## config.mk

```make
export PLATFORM = sky130hd
export DESIGN_NAME = multichannel_median9_adc_filter_core
export DESIGN_NICKNAME = d
export VERILOG_FILES = /design/src/sv/mm9_pkg.sv /design/src/sv/mm9_div.sv /design/src/sv/multichannel_median9_adc_filter_core.sv
export SDC_FILE = /design/constraint.sdc
export NUM_CORES = 2
export LEC_CHECK = 0
export BUFFER_PORTS_ARGS = -buffer_cell sky130_fd_sc_hd__clkbuf_2
export CAP_MARGIN = 20
export CELL_PAD_IN_SITES_DETAIL_PLACEMENT = 0
export CELL_PAD_IN_SITES_GLOBAL_PLACEMENT = 2
export CORE_MARGIN = 4
export CORE_UTILIZATION = 46
export DETAILED_ROUTE_END_ITERATION = 12
export GPL_ROUTABILITY_DRIVEN = 1
export HOLD_SLACK_MARGIN = 0.08
export PLACE_DENSITY_LB_ADDON = 0.1
export SLEW_MARGIN = 20
export SYNTH_ARGS = -nofsm -noshare
export SYNTH_HDL_FRONTEND = slang
export SYNTH_HIERARCHICAL = 1
export SYNTH_SLANG_ARGS = --single-unit
```

## constraint.sdc

```tcl
create_clock -name clk -period 10.4 [get_ports clk]
set_clock_uncertainty 0.2 [all_clocks]
set_input_delay 0 -clock clk [delete_from_list [all_inputs] [get_ports clk]]
set_output_delay 0 -clock clk [all_outputs]
set_load 0.1 [all_outputs]
```

## src/sv/mm9_pkg.sv

```systemverilog
// Package for the multichannel median-of-9 ADC filter.
// Opcodes, register indexes, window size and the exchange network table.
package mm9_pkg;
  localparam int CHANNELS_DEF    = 8;
  localparam int SAMPLE_BITS_DEF = 12;
  localparam int WIN             = 9;
  localparam int NET_LEN         = 19;
  localparam int CAL_BITS        = 12;

  localparam logic [2:0] OP_STORE = 3'd0;
  localparam logic [2:0] OP_RAW   = 3'd1;
  localparam logic [2:0] OP_MV    = 3'd2;
  localparam logic [2:0] OP_TEMP  = 3'd3;
  localparam logic [2:0] OP_VDD   = 3'd4;

  localparam logic [2:0] REG_TCAL_LO = 3'd0;
  localparam logic [2:0] REG_TCAL_HI = 3'd1;
  localparam logic [2:0] REG_VREF    = 3'd2;
  localparam logic [2:0] REG_TCH     = 3'd3;
  localparam logic [2:0] REG_VCH     = 3'd4;

  typedef struct packed {
    logic [3:0] a;
    logic [3:0] b;
  } cx_pair_t;

  function automatic cx_pair_t net_pair(input logic [4:0] i);
    cx_pair_t p;
    p = '{4'd0, 4'd0};
    case (i)
      5'd0:  p = '{4'd1, 4'd2};
      5'd1:  p = '{4'd4, 4'd5};
      5'd2:  p = '{4'd7, 4'd8};
      5'd3:  p = '{4'd0, 4'd1};
      5'd4:  p = '{4'd3, 4'd4};
      5'd5:  p = '{4'd6, 4'd7};
      5'd6:  p = '{4'd1, 4'd2};
      5'd7:  p = '{4'd4, 4'd5};
      5'd8:  p = '{4'd7, 4'd8};
      5'd9:  p = '{4'd0, 4'd3};
      5'd10: p = '{4'd5, 4'd8};
      5'd11: p = '{4'd4, 4'd7};
      5'd12: p = '{4'd3, 4'd6};
      5'd13: p = '{4'd1, 4'd4};
      5'd14: p = '{4'd2, 4'd5};
      5'd15: p = '{4'd4, 4'd7};
      5'd16: p = '{4'd4, 4'd2};
      5'd17: p = '{4'd6, 4'd4};
      5'd18: p = '{4'd4, 4'd2};
      default: p = '{4'd0, 4'd0};
    endcase
    return p;
  endfunction
endpackage

```

## src/sv/mm9_div.sv

```systemverilog
// Restoring divider, one quotient bit per cycle, unsigned 40 by 32 bits.
// Used by the filter core for the temperature and supply conversions.
module mm9_div (
  input  logic        clk,
  input  logic        rst_n,
  input  logic        start,
  input  logic [39:0] dividend,
  input  logic [31:0] divisor,
  output logic        done,
  output logic [39:0] quotient
);
  logic [39:0] q_r, q_nxt;
  logic [32:0] rem_r, rem_nxt;
  logic [31:0] dv_r, dv_nxt;
  logic [5:0]  cnt_r, cnt_nxt;
  logic        busy_r, busy_nxt;
  logic        done_r, done_nxt;
  logic [32:0] trial;

  always_comb begin
    q_nxt = q_r; rem_nxt = rem_r; dv_nxt = dv_r; cnt_nxt = cnt_r;
    busy_nxt = busy_r; done_nxt = 1'b0;
    trial = {rem_r[31:0], q_r[39]} - {1'b0, dv_r};
    if (start) begin
      q_nxt = dividend; rem_nxt = '0; dv_nxt = divisor;
      cnt_nxt = 6'd40; busy_nxt = 1'b1;
    end else if (busy_r) begin
      if (!trial[32]) begin
        rem_nxt = trial;
        q_nxt = {q_r[38:0], 1'b1};
      end else begin
        rem_nxt = {rem_r[31:0], q_r[39]};
        q_nxt = {q_r[38:0], 1'b0};
      end
      cnt_nxt = cnt_r - 6'd1;
      if (cnt_r == 6'd1) begin
        busy_nxt = 1'b0;
        done_nxt = 1'b1;
      end
    end
  end

  always_ff @(posedge clk) begin
    if (!rst_n) begin
      busy_r <= 1'b0; done_r <= 1'b0; cnt_r <= '0;
    end else begin
      busy_r <= busy_nxt; done_r <= done_nxt; cnt_r <= cnt_nxt;
    end
    q_r <= q_nxt; rem_r <= rem_nxt; dv_r <= dv_nxt;
  end

  assign done = done_r;
  assign quotient = q_r;
endmodule

```

## src/sv/multichannel_median9_adc_filter_core.sv

```systemverilog
// Multichannel median-of-9 ADC filter: one shared comparator runs the 19-step
// exchange network, a shared 40-step divider serves temperature and supply.
// Store writes the word in S_PTR. Raw/mV read (S_RD, S_LD), sort (S_CX) and
// scale (S_MUL); temperature and supply then wait on the divider (S_DWAIT).
// in_tready is low while busy or while a result waits for out_tready.
// Reset (rst_n, synchronous) clears the sample memory in a pass through S_CLR.
module multichannel_median9_adc_filter_core import mm9_pkg::*; #(
  parameter int CHANNELS    = CHANNELS_DEF,
  parameter int SAMPLE_BITS = SAMPLE_BITS_DEF
) (
  input  logic        clk,
  input  logic        rst_n,
  input  logic        in_tvalid,
  output logic        in_tready,
  input  logic [23:0] in_tdata,   // opcode[2:0], channel[5:3], sample[17:6]
  output logic        out_tvalid,
  input  logic        out_tready,
  output logic [39:0] out_tdata,  // value[31:0], error[32]
  input  logic        cfg_psel,
  input  logic        cfg_penable,
  input  logic        cfg_pwrite,
  input  logic [4:0]  cfg_paddr,
  input  logic [31:0] cfg_pwdata,
  output logic [31:0] cfg_prdata,
  output logic        cfg_pready
);
  localparam int DEPTH = CHANNELS * WIN;
  localparam int AW = $clog2(DEPTH + 1);
  localparam int SB = SAMPLE_BITS;
  localparam int CW = (CHANNELS > 1) ? $clog2(CHANNELS) : 1;

  localparam logic [3:0] S_CLR = 4'd0, S_IDLE = 4'd1, S_RD = 4'd2, S_LD = 4'd3,
    S_CX = 4'd4, S_MUL = 4'd5, S_TMUL = 4'd6, S_DIV = 4'd7, S_DWAIT = 4'd8,
    S_OUT = 4'd9, S_PTR = 4'd10;

  logic [3:0] st_r, st_nxt;
  logic [SB-1:0] mem [DEPTH];
  logic [SB-1:0] rd_r;
  logic [3:0] ptr_r [CHANNELS];
  logic [AW-1:0] cnt_r, cnt_nxt;
  logic [4:0] step_r, step_nxt;
  logic [SB-1:0] w_r [WIN];
  logic [2:0] op_r;
  logic [3:0] qch_r;
  logic [SB-1:0] smp_r;
  logic [11:0] tlo_r, thi_r, vref_r;
  logic [2:0] tch_r, vch_r;
  logic signed [31:0] val_r;
  logic err_r, neg_r;
  logic ovalid_r;
  logic [39:0] dvd_r;
  logic [31:0] dvs_r;
  logic div_start;
  logic div_done;
  logic [39:0] div_q;

  logic in_acc, cfg_wr;
  logic [2:0] in_op, in_ch;
  logic [AW-1:0] base;
  logic mem_we;
  logic [AW-1:0] mem_wa, mem_ra;
  logic [SB-1:0] mem_wd;
  cx_pair_t pr;
  logic [SB-1:0] m;
  logic signed [13:0] d;
  logic signed [40:0] num;

  assign in_op = in_tdata[2:0];
  assign in_ch = in_tdata[5:3];
  assign in_tready = (st_r == S_IDLE) && !ovalid_r;
  assign in_acc = in_tvalid && in_tready;
  assign cfg_pready = 1'b1;
  assign cfg_wr = cfg_psel && cfg_penable && cfg_pwrite;
  assign base = AW'(qch_r * WIN);
  assign pr = net_pair(step_r);
  assign m = w_r[4];
  assign d = $signed({2'b0, tlo_r}) - $signed({2'b0, thi_r});
  assign out_tvalid = ovalid_r;
  assign out_tdata = {7'd0, err_r, val_r};

  always_comb begin
    unique case (cfg_paddr[4:2])
      REG_TCAL_LO: cfg_prdata = {20'd0, tlo_r};
      REG_TCAL_HI: cfg_prdata = {20'd0, thi_r};
      REG_VREF:    cfg_prdata = {20'd0, vref_r};
      REG_TCH:     cfg_prdata = {29'd0, tch_r};
      REG_VCH:     cfg_prdata = {29'd0, vch_r};
      default:     cfg_prdata = '0;
    endcase
  end

  always_comb begin
    mem_we = 1'b0; mem_wa = cnt_r; mem_wd = '0;
    if (st_r == S_CLR) mem_we = 1'b1;
    else if (st_r == S_PTR && {1'b0, qch_r} < 5'(CHANNELS)) begin
      mem_we = 1'b1;
      mem_wa = base + AW'(ptr_r[qch_r[CW-1:0]] >= 4'd9 ? 4'd0
               : ptr_r[qch_r[CW-1:0]]);
      mem_wd = smp_r;
    end
    mem_ra = base + cnt_r;
  end

  always_ff @(posedge clk) begin
    if (mem_we) mem[mem_wa] <= mem_wd;
    rd_r <= mem[mem_ra];
  end

  assign num = 41'(($signed({29'd0, tlo_r}) - $signed({29'd0, m})) * 80000)
               + 41'(30000 * d);

  always_comb begin
    st_nxt = st_r; cnt_nxt = cnt_r; step_nxt = step_r; div_start = 1'b0;
    unique case (st_r)
      S_CLR: begin
        cnt_nxt = cnt_r + 1'b1;
        if (cnt_r == AW'(DEPTH - 1)) st_nxt = S_IDLE;
      end
      S_IDLE: begin
        cnt_nxt = '0; step_nxt = '0;
        if (in_acc) begin
          if (in_op == OP_STORE) st_nxt = S_PTR;
          else if (in_op == OP_RAW || in_op == OP_MV || in_op == OP_TEMP
                   || in_op == OP_VDD) st_nxt = S_RD;
        end
      end
      S_PTR: st_nxt = S_IDLE;
      S_RD: begin
        if ({1'b0, qch_r} >= 5'(CHANNELS)) st_nxt = S_OUT;
        else st_nxt = S_LD;
        cnt_nxt = cnt_r + 1'b1;
      end
      S_LD: begin
        cnt_nxt = cnt_r + 1'b1;
        if (cnt_r == AW'(WIN)) st_nxt = S_CX;
      end
      S_CX: begin
        step_nxt = step_r + 5'd1;
        if (step_r == 5'(NET_LEN - 1)) st_nxt = S_MUL;
      end
      S_MUL: begin
        if (op_r == OP_TEMP) st_nxt = (d == 0) ? S_OUT : S_TMUL;
        else if (op_r == OP_VDD) st_nxt = (m == 0) ? S_OUT : S_DIV;
        else st_nxt = S_OUT;
      end
      S_TMUL: st_nxt = S_DIV;
      S_DIV: begin div_start = 1'b1; st_nxt = S_DWAIT; end
      S_DWAIT: if (div_done) st_nxt = S_OUT;
      S_OUT: st_nxt = S_IDLE;
      default: st_nxt = S_IDLE;
    endcase
  end

  always_ff @(posedge clk) begin
    if (!rst_n) begin
      st_r <= S_CLR; cnt_r <= '0; step_r <= '0; ovalid_r <= 1'b0;
      for (int i = 0; i < CHANNELS; i++) ptr_r[i] <= '0;
      tlo_r <= '0; thi_r <= '0; vref_r <= '0; tch_r <= 3'd4; vch_r <= 3'd5;
    end else begin
      st_r <= st_nxt; cnt_r <= cnt_nxt; step_r <= step_nxt;
      if (cfg_wr) begin
        unique case (cfg_paddr[4:2])
          REG_TCAL_LO: tlo_r <= cfg_pwdata[11:0];
          REG_TCAL_HI: thi_r <= cfg_pwdata[11:0];
          REG_VREF:    vref_r <= cfg_pwdata[11:0];
          REG_TCH:     tch_r <= cfg_pwdata[2:0];
          REG_VCH:     vch_r <= cfg_pwdata[2:0];
          default: ;
        endcase
      end
      if (st_r == S_PTR && {1'b0, qch_r} < 5'(CHANNELS)) begin
        ptr_r[qch_r[CW-1:0]] <=
          (ptr_r[qch_r[CW-1:0]] >= 4'd8) ? 4'd0
          : ptr_r[qch_r[CW-1:0]] + 4'd1;
      end
      if (st_r == S_OUT) ovalid_r <= 1'b1;
      else if (out_tready) ovalid_r <= 1'b0;
    end
  end

  always_ff @(posedge clk) begin
    if (in_acc) begin
      op_r <= in_op;
      smp_r <= SB'(in_tdata[17:6]);
      qch_r <= (in_op == OP_TEMP) ? {1'b0, tch_r}
             : (in_op == OP_VDD) ? {1'b0, vch_r} : {1'b0, in_ch};
      val_r <= '0; err_r <= 1'b0;
    end
    if (st_r == S_LD) w_r[cnt_r[3:0] - 4'd1] <= rd_r;
    if (st_r == S_CX && w_r[pr.a] > w_r[pr.b]) begin
      w_r[pr.a] <= w_r[pr.b];
      w_r[pr.b] <= w_r[pr.a];
    end
    if (st_r == S_MUL) begin
      if (op_r == OP_RAW) val_r <= 32'(m);
      else if (op_r == OP_MV) val_r <= 32'((48'(m) * 48'd3300) >> SB);
      else if (op_r == OP_TEMP && d == 0) err_r <= 1'b1;
      else if (op_r == OP_VDD) begin
        if (m == 0) err_r <= 1'b1;
        dvd_r <= 40'(vref_r) * 40'd3300;
        dvs_r <= 32'(m);
      end
    end
    if (st_r == S_TMUL) begin
      neg_r <= num[40] ^ d[13];
      dvd_r <= num[40] ? 40'(-num) : num[39:0];
      dvs_r <= d[13] ? 32'(-d) : 32'(d);
    end
    if (st_r == S_DWAIT && div_done) begin
      if (op_r == OP_VDD) val_r <= div_q[31:0];
      else if (!neg_r) val_r <= (div_q > 40'h7FFFFFFF) ? 32'h7FFFFFFF : div_q[31:0];
      else val_r <= (div_q > 40'h80000000) ? 32'h80000000 : 32'(-div_q);
    end
  end

  mm9_div u_div (
    .clk(clk), .rst_n(rst_n), .start(div_start), .dividend(dvd_r),
    .divisor(dvs_r), .done(div_done), .quotient(div_q)
  );
endmodule
```

Yosys cells after proc, flatten, opt, wreduce, memory -nomap -nowiden --
Memory sizes are Yosys's and may differ from the RTL's. A register that Yosys moved wholly into a read port is not among the register bits. Index checks and enable logic that the tools add are counted.
Cells by class: add/subtract/negate cells 14, multipliers 5, magnitude comparators 7, equal/unequal tests 35, multiplexer cells 87, bitwise operators 3, reductions and logical operators 35
Operators by type and width (number):
- 2-to-1 mux 32 bit | 17
- 2-to-1 mux 40 bit | 9
- 2-to-1 mux 4 bit | 16
- one-hot mux 12 bit (5 select lines) | 1
- multiplier 12 x 10 -> 22 bit, second input constant | 2
- > comparator 40 x 31 -> 1 bit, second input constant | 1
- > comparator 40 x 32 -> 1 bit, second input constant | 1
- negation 32 -> 40 bit | 1
- 2-to-1 mux 12 bit | 3
- one-hot mux 4 bit (9 select lines) | 1
- subtractor 33 x 32 -> 33 bit | 1
- adder 31 x 29 -> 32 bit | 1
- logical NOT 32 bit | 1
- negation 13 -> 32 bit | 1
- negation 32 bit | 1
- 2-to-1 mux 1 bit | 28
- subtractor 12 x 12 -> 13 bit | 2
- multiplier 12 x 13 -> 25 bit, first input constant | 1
- multiplier 13 x 11 -> 24 bit, second input constant | 1
- equality test 3 x 2 -> 1 bit, second input constant | 6
- equality test 4 x 3 -> 1 bit, second input constant | 4
- 2-to-1 mux 7 bit | 2
- one-hot mux 7 bit (2 select lines) | 1
- equality test 4 bit, second input constant | 3
- 42 further kinds | 81
Storage, ports and cells: register bits after elaboration 296, memory bits (writable) 1004, memory bits (read-only) 224, bits of input ports 68, memories 4
Memory list:
- mem | depth 72, width 12, read ports 1, clocked after Yosys merged registers in 1, wr ports 1, RTL line multichannel_median9_adc_filter_core.sv:37 | logic [SB-1:0] mem [DEPTH];
- (name not given) | depth 32, width 7, read ports 1, clocked after Yosys merged registers in 1, wr ports 0, RTL line mm9_pkg.sv:30 | case (i)
- w_r | depth 9, width 12, read ports 3, clocked after Yosys merged registers in 0, wr ports 2, RTL line multichannel_median9_adc_filter_core.sv:42 | logic [SB-1:0] w_r [WIN];
- ptr_r | depth 8, width 4, read ports 1, clocked after Yosys merged registers in 1, wr ports 8, RTL line multichannel_median9_adc_filter_core.sv:39 | logic [3:0] ptr_r [CHANNELS];

Depth between registers and ports, before layout --
depth after elaboration 10, depth in mapped cells 39, depth with buffers taken out 38

By module --
Netlist, hierarchy kept.
Modules (own cells, without submodules):
- multichannel_median9_adc_filter_core | times used 1, cells an instance 4678, area an instance 64954.8 sq um, seq. area each 35103.7 sq um
- mm9_div | times used 1, cells an instance 616, area an instance 6317.3 sq um, seq. area each 2962.8 sq um

Worst setup path before layout --
OpenSTA, ideal clock, no wires.
path type reg-to-reg, start reg tlo_r[0], end reg dvd_r[30], data pin, data arrival time 8635 ps, data required time 9939 ps, slack 1304 ps, stages on the path, launching flop included 35, path through dfxtp_1 -> inv_1 -> ha_1 -> fa_1 -> nor2b_1 -> o21ai_0 -> a21boi_0 -> o21ai_0 -> a21oi_1 -> a311oi_2 -> or2_2 -> clkbuf_1 -> ha_1 -> inv_1 -> fa_1 -> inv_1 -> fa_1 -> inv_1 -> fa_1 -> fa_1 -> inv_1 -> ha_1 -> and4_1 -> a221o_1 -> a21o_1 -> a21oi_1 -> xnor2_1 -> ha_1 -> and3_1 -> a311o_1 -> or3_1 -> a22oi_1 -> and4_1 -> a31oi_1 -> mux2i_1
Between the ends: longest elaborated chain between the ends 6
RTL lines:
- from (decl) | RTL line multichannel_median9_adc_filter_core.sv:46 | logic [11:0] tlo_r, thi_r, vref_r;
- from (signal assigned) | RTL line multichannel_median9_adc_filter_core.sv:163 | REG_TCAL_LO: tlo_r <= cfg_pwdata[11:0];
- subtractor 12 x 12 -> 13 bit, on equally long branches | RTL line multichannel_median9_adc_filter_core.sv:77, multichannel_median9_adc_filter_core.sv:109
- multiplier 12 x 13 -> 25 bit / multiplier 13 x 11 -> 24 bit (equally long branches) | RTL line multichannel_median9_adc_filter_core.sv:110, multichannel_median9_adc_filter_core.sv:109
- adder 31 x 29 -> 32 bit * | RTL line multichannel_median9_adc_filter_core.sv:110 | + 41'(30000 * d);
- negation 32 -> 40 bit | RTL line multichannel_median9_adc_filter_core.sv:206 | dvd_r <= num[40] ? 40'(-num) : num[39:0];
- 2-to-1 mux 40 bit * | RTL line multichannel_median9_adc_filter_core.sv:206
- 2-to-1 mux 40 bit * | RTL line multichannel_median9_adc_filter_core.sv:204 | if (st_r == S_TMUL) begin
- to (signal assigned) | RTL line multichannel_median9_adc_filter_core.sv:200 | dvd_r <= 40'(vref_r) * 40'd3300;
- to (signal assigned) | RTL line multichannel_median9_adc_filter_core.sv:206
- to (decl) | RTL line multichannel_median9_adc_filter_core.sv:51 | logic [39:0] dvd_r;
Mark *: on every way between the ends. The rest lies on a longest branch, timed or not. A chain may end at the register's enable or synchronous reset.

Final worst setup path --
Ends and elaborated chain as after synthesis.

==> summary.json <==
{
  "run_status": "finished clean",
  "routed-wl-met2_um": 91300,
  "synth.cell_area_um2": 71300,
  "cts_num_sinks": 1319,
  "critical-path-max-stage-delay_ns": 0.56,
  "critical_path.max_fanout": 9,
  "crit_path_top_delay_cell": "fa_1",
  "synth_compound_gate_area_share_pct": 7.12,
  "cp-start-kind": "flop",
  "wire_per_inst_um": 23.9,
  "drv.max_cap_violation_count": 0,
  "seq_area_frac_synth_pct": 53.4,
  "synth_top_family_by_area": "multiplexers",
  "netlist.top_cell.by_area": "edfxtp_1",
  "timing.fmax_mhz": 103,
  "initial_antenna_violation_count": 6,
  "power_density_nw_per_um2": 176,
  "report.final.slew_viol_count": 0,
  "worstReg2RegStart": "tlo_r[0]$_SDFFE_PN0P_",
  "detail_route.first_pass.iterations": 5,
  "ys_seq_elements": 1319,
  "ir_drop_mv": 0.149,
  "clock_tree.htree_level_count": 4,
  "postRouteWirelength_um": 185000,
  "initial_utilization_pct": 46.3,
  "capture_instance_of_the_worst_register_to_register_path": "dvd_r[30]$_SDFFCE_PN0P_",
  "io_buffers": 86,
  "synth-edff-count": 1165,
  "setup_tns_final_ns": 0,
  "die-height_um": 402,
  "cts_root_buf": "clkbuf_16",
  "p_clk_share_pct": 37.4,
  "dr_wl_met3_um": 7850,
  "max_slew_margin_pct": 28.8,
  "worst-endpoint-required_ns": 10.68,
  "detailedRoute.firstIterationViolations": 2800,
  "leakagePower_nw": 31.0,
  "switching_power_mw": 4.08,
  "fin_hold_ws_ns": 0.213,
  "route.vias.total": 43200,
  "clk_latency_ns": 0.79,
  "setup_viol_count_final": 0,
  "clock_path_buffers": 3,
  "post_synth_fa_ha_maj_area_fraction_pct": 11.7,
  "tightestPinTransition_ns": 1.07,
  "netSwitchingFraction_pct": 28.9,
  "critical_path_arrival_ns": 9.98,
  "globalRouteTotalUtil_pct": 22.9,
  "power.internal_mw": 10.0,
  "routedLengthMet1_um": 79800,
  "routed_via_density": 5.59,
  "tritoncts_clock_tree": "built",
  "die_area_um2": 161000,
  "cts_buffers": 146,
  "synth_cell_type_count": 106,
  "core_area_um2": 154000,
  "global_route.overflow_total": 0,
  "post_synth_mux_area_share_pct": 13.9,
  "setup_repair_after_global_routing_missed_its_margin": "false",
  "worst_hold_path_type": "in -> reg",
  "route.antenna.remaining_nets": 0,
  "floorplan.rows": 144,
  "grt_max_degree": 142,
  "synthCells": 5294,
  "hpwlAfterDp_um": 129000,
  "areaGrowthSynthToFinish_pct": 12.8,
  "crit_path_end_kind": "flop",
  "ys.warnings.count": 6,
  "number_of_design_rule_violations_left_after_detail_routing": 0,
  "final_core_utilization_pct": 52.2,
  "yosys_most_used_dff": "edfxtp_1",
  "post_synth.cell_area_avg_um2": 13.5,
  "timing.hold.worst.start": "in_tdata[1]",
  "sequentialPowerShare_pct": 40.9,
  "highest-signal-layer": "met5",
  "final.period_utilization_pct": 93.2,
  "place_congestion": 0.845,
  "hold_end": "qch_r[0]$_DFFE_PP_",
  "global_route_wire_length_before_repair_um": 281000,
  "final_layout_size_suffix_gt1_share_pct": 16.2,
  "post_cts.resized_instances": 0,
  "synth_top_area_share_pct": 49.1,
  "synth_area_leaders": "edfxtp_1 49%, mux4_2 11%, ha_1 7.3%",
  "power_frac_comb_pct": 21.7,
  "die_w_um": 402,
  "final.min_clock_period_ns": 9.69,
  "worst_case_register_to_register_setup_slack_ns": 0.71,
  "synthSimpleGateAreaFrac_pct": 7.45,
  "design.final.nets": 6197,
  "timing.final.hold_violations": 0,
  "synth_async_sr_flop_share_pct": 0,
  "number_of_global_route_vias_before_repair": 44000,
  "synth_xor_area_share_pct": 2.25,
  "timing.setup.critical_path_class": "reg -> reg",
  "cts.clk_slew.worst_paths_ns": 0.06,
  "ios": 143,
  "worst_r2r_path_depth": 33,
  "hold_path_depth": 3
}
## cell type report
class / count / area, um2
fillers: 13100 / 73600
flip-flops and latches: 1319 / 38100
multi-input cells: 3287 / 30600
clock buffers: 187 / 3890
well taps: 2044 / 2560
repair buffers: 315 / 2390
inverters: 487 / 1830
clock inverters: 81 / 1070
diodes: 4 / 10.0
## stage by stage
stage	setup WS (ns)	std cells	area [um2]	power, mW
after detailed placement	0.798	7373	74700	8.93
after global placement	0.821	7370	74600	8.94
after global routing	0.0335	7720	80400	14.8
after floorplan	1.30	5339	71400	8.22
final	0.707	7724	80400	14.1
after CTS	0.724	7719	80400	14.3
## cells in the mapped netlist (154+ instances only)
cell type,instances
ha_1,414
clkbuf_1,163
dfxtp_1,154
o21ai_0,160
edfxtp_1,1165
nand2_1,309
a21oi_1,257
inv_1,484
mux4_2,333
mux2i_1,191
fa_1,159
nor2_1,385
## layer usage
layer	vias to the layer above	global-route usage (%)
met3	237	3.15
met5	-	0
met2	915	38.7
met1	21800	31.0
met4	6	6.77
li1	20200	-
## power groups by stage
stage	combinational (mW)	sequential [mW]	clock [mW]
floorplan	2.34	5.88	0
global placement	3.05	5.89	0
detailed placement	3.04	5.89	0
CTS	3.08	5.78	5.41
global route	3.42	5.78	5.64
finish	3.07	5.78	5.29
## worst max-delay path by stage
stage                     cells after the start             startpoint                      end
after CTS                                    33  tlo_r[0]$_SDFFE_PN0P_  dvd_r[30]$_SDFFCE_PN0P_
after detailed placement                     33  tlo_r[0]$_SDFFE_PN0P_  dvd_r[30]$_SDFFCE_PN0P_
final                                        33  tlo_r[0]$_SDFFE_PN0P_  dvd_r[30]$_SDFFCE_PN0P_
after floorplan                              34  tlo_r[0]$_SDFFE_PN0P_  dvd_r[30]$_SDFFCE_PN0P_
after global routing                         35  tlo_r[0]$_SDFFE_PN0P_  dvd_r[30]$_SDFFCE_PN0P_
after global placement                       33  tlo_r[0]$_SDFFE_PN0P_  dvd_r[30]$_SDFFCE_PN0P_
## critical path, delay by kind of cell (launching register included)
| family | cells | cell delay [ns] |
|---|---|---|
| AOI/OAI and AO/OA | 11 | 2.80 |
| xor gates and xnor gates | 1 | 0.20 |
| adders and majority gates | 9 | 3.73 |
| buffers and inverters | 5 | 0.29 |
| DFF | 1 | 0.37 |
| muxes | 1 | 0.14 |
| and+or+nand+nor | 6 | 1.64 |
## cell families after synthesis
group                    Yosys count
multiplexers                     569
AND/OR/NAND/NOR                 1128
AO/OA/AOI/OAI                    788
XOR/XNOR                         182
flip-flops                      1319
adder cells (fa/ha/maj)          573
other                              2
buffers and inverters            733
## flip-flops by register name, summed over array words and instances, names as in the netlist, 6 cells and up, named ones only
| name | count |
|---|---|
| vref_r | 12 |
| u_div/rem_r | 32 |
| u_div/cnt_r | 6 |
| mem | 864 |
| dvs_r | 32 |
| cnt_r | 7 |
| dvd_r | 38 |
| rd_r | 12 |
| ptr_r | 32 |
| tlo_r | 12 |
| val_r | 32 |
| pr | 7 |
| u_div/quotient | 40 |
| w_r | 108 |
| thi_r | 12 |
| u_div/dv_r | 32 |
| smp_r | 12 |
## cells in the final DEF (no fill, tap or decap), types with 30 or more instances in the layout
cell and instances:
clkbuf_1 35, conb_1 47, nand2_1 309, mux4_2 333, a21boi_0 35, clkbuf_2 86
fa_1 158, a21oi_1 257, edfxtp_1 1165, a31oi_1 30, nand2b_1 33, xor2_1 60
nor3_1 70, o21a_1 30, clkbuf_16 148, ha_1 413, inv_1 483, xnor2_1 116
dlygate4sd3_1 79, mux2i_1 191, a21o_1 53, buf_4 147, or3_1 35, mux2_2 45
o21ai_0 159, nor2b_1 49, dfxtp_1 152, nor2_1 365, nand3_1 71
## timing repair
item                                   CTS  global route
endpoints found under the hold margin   84             1
hold buffers                            78             1
buffers inserted                         0             0
Note: power is estimated with default switching activity, not from simulation.
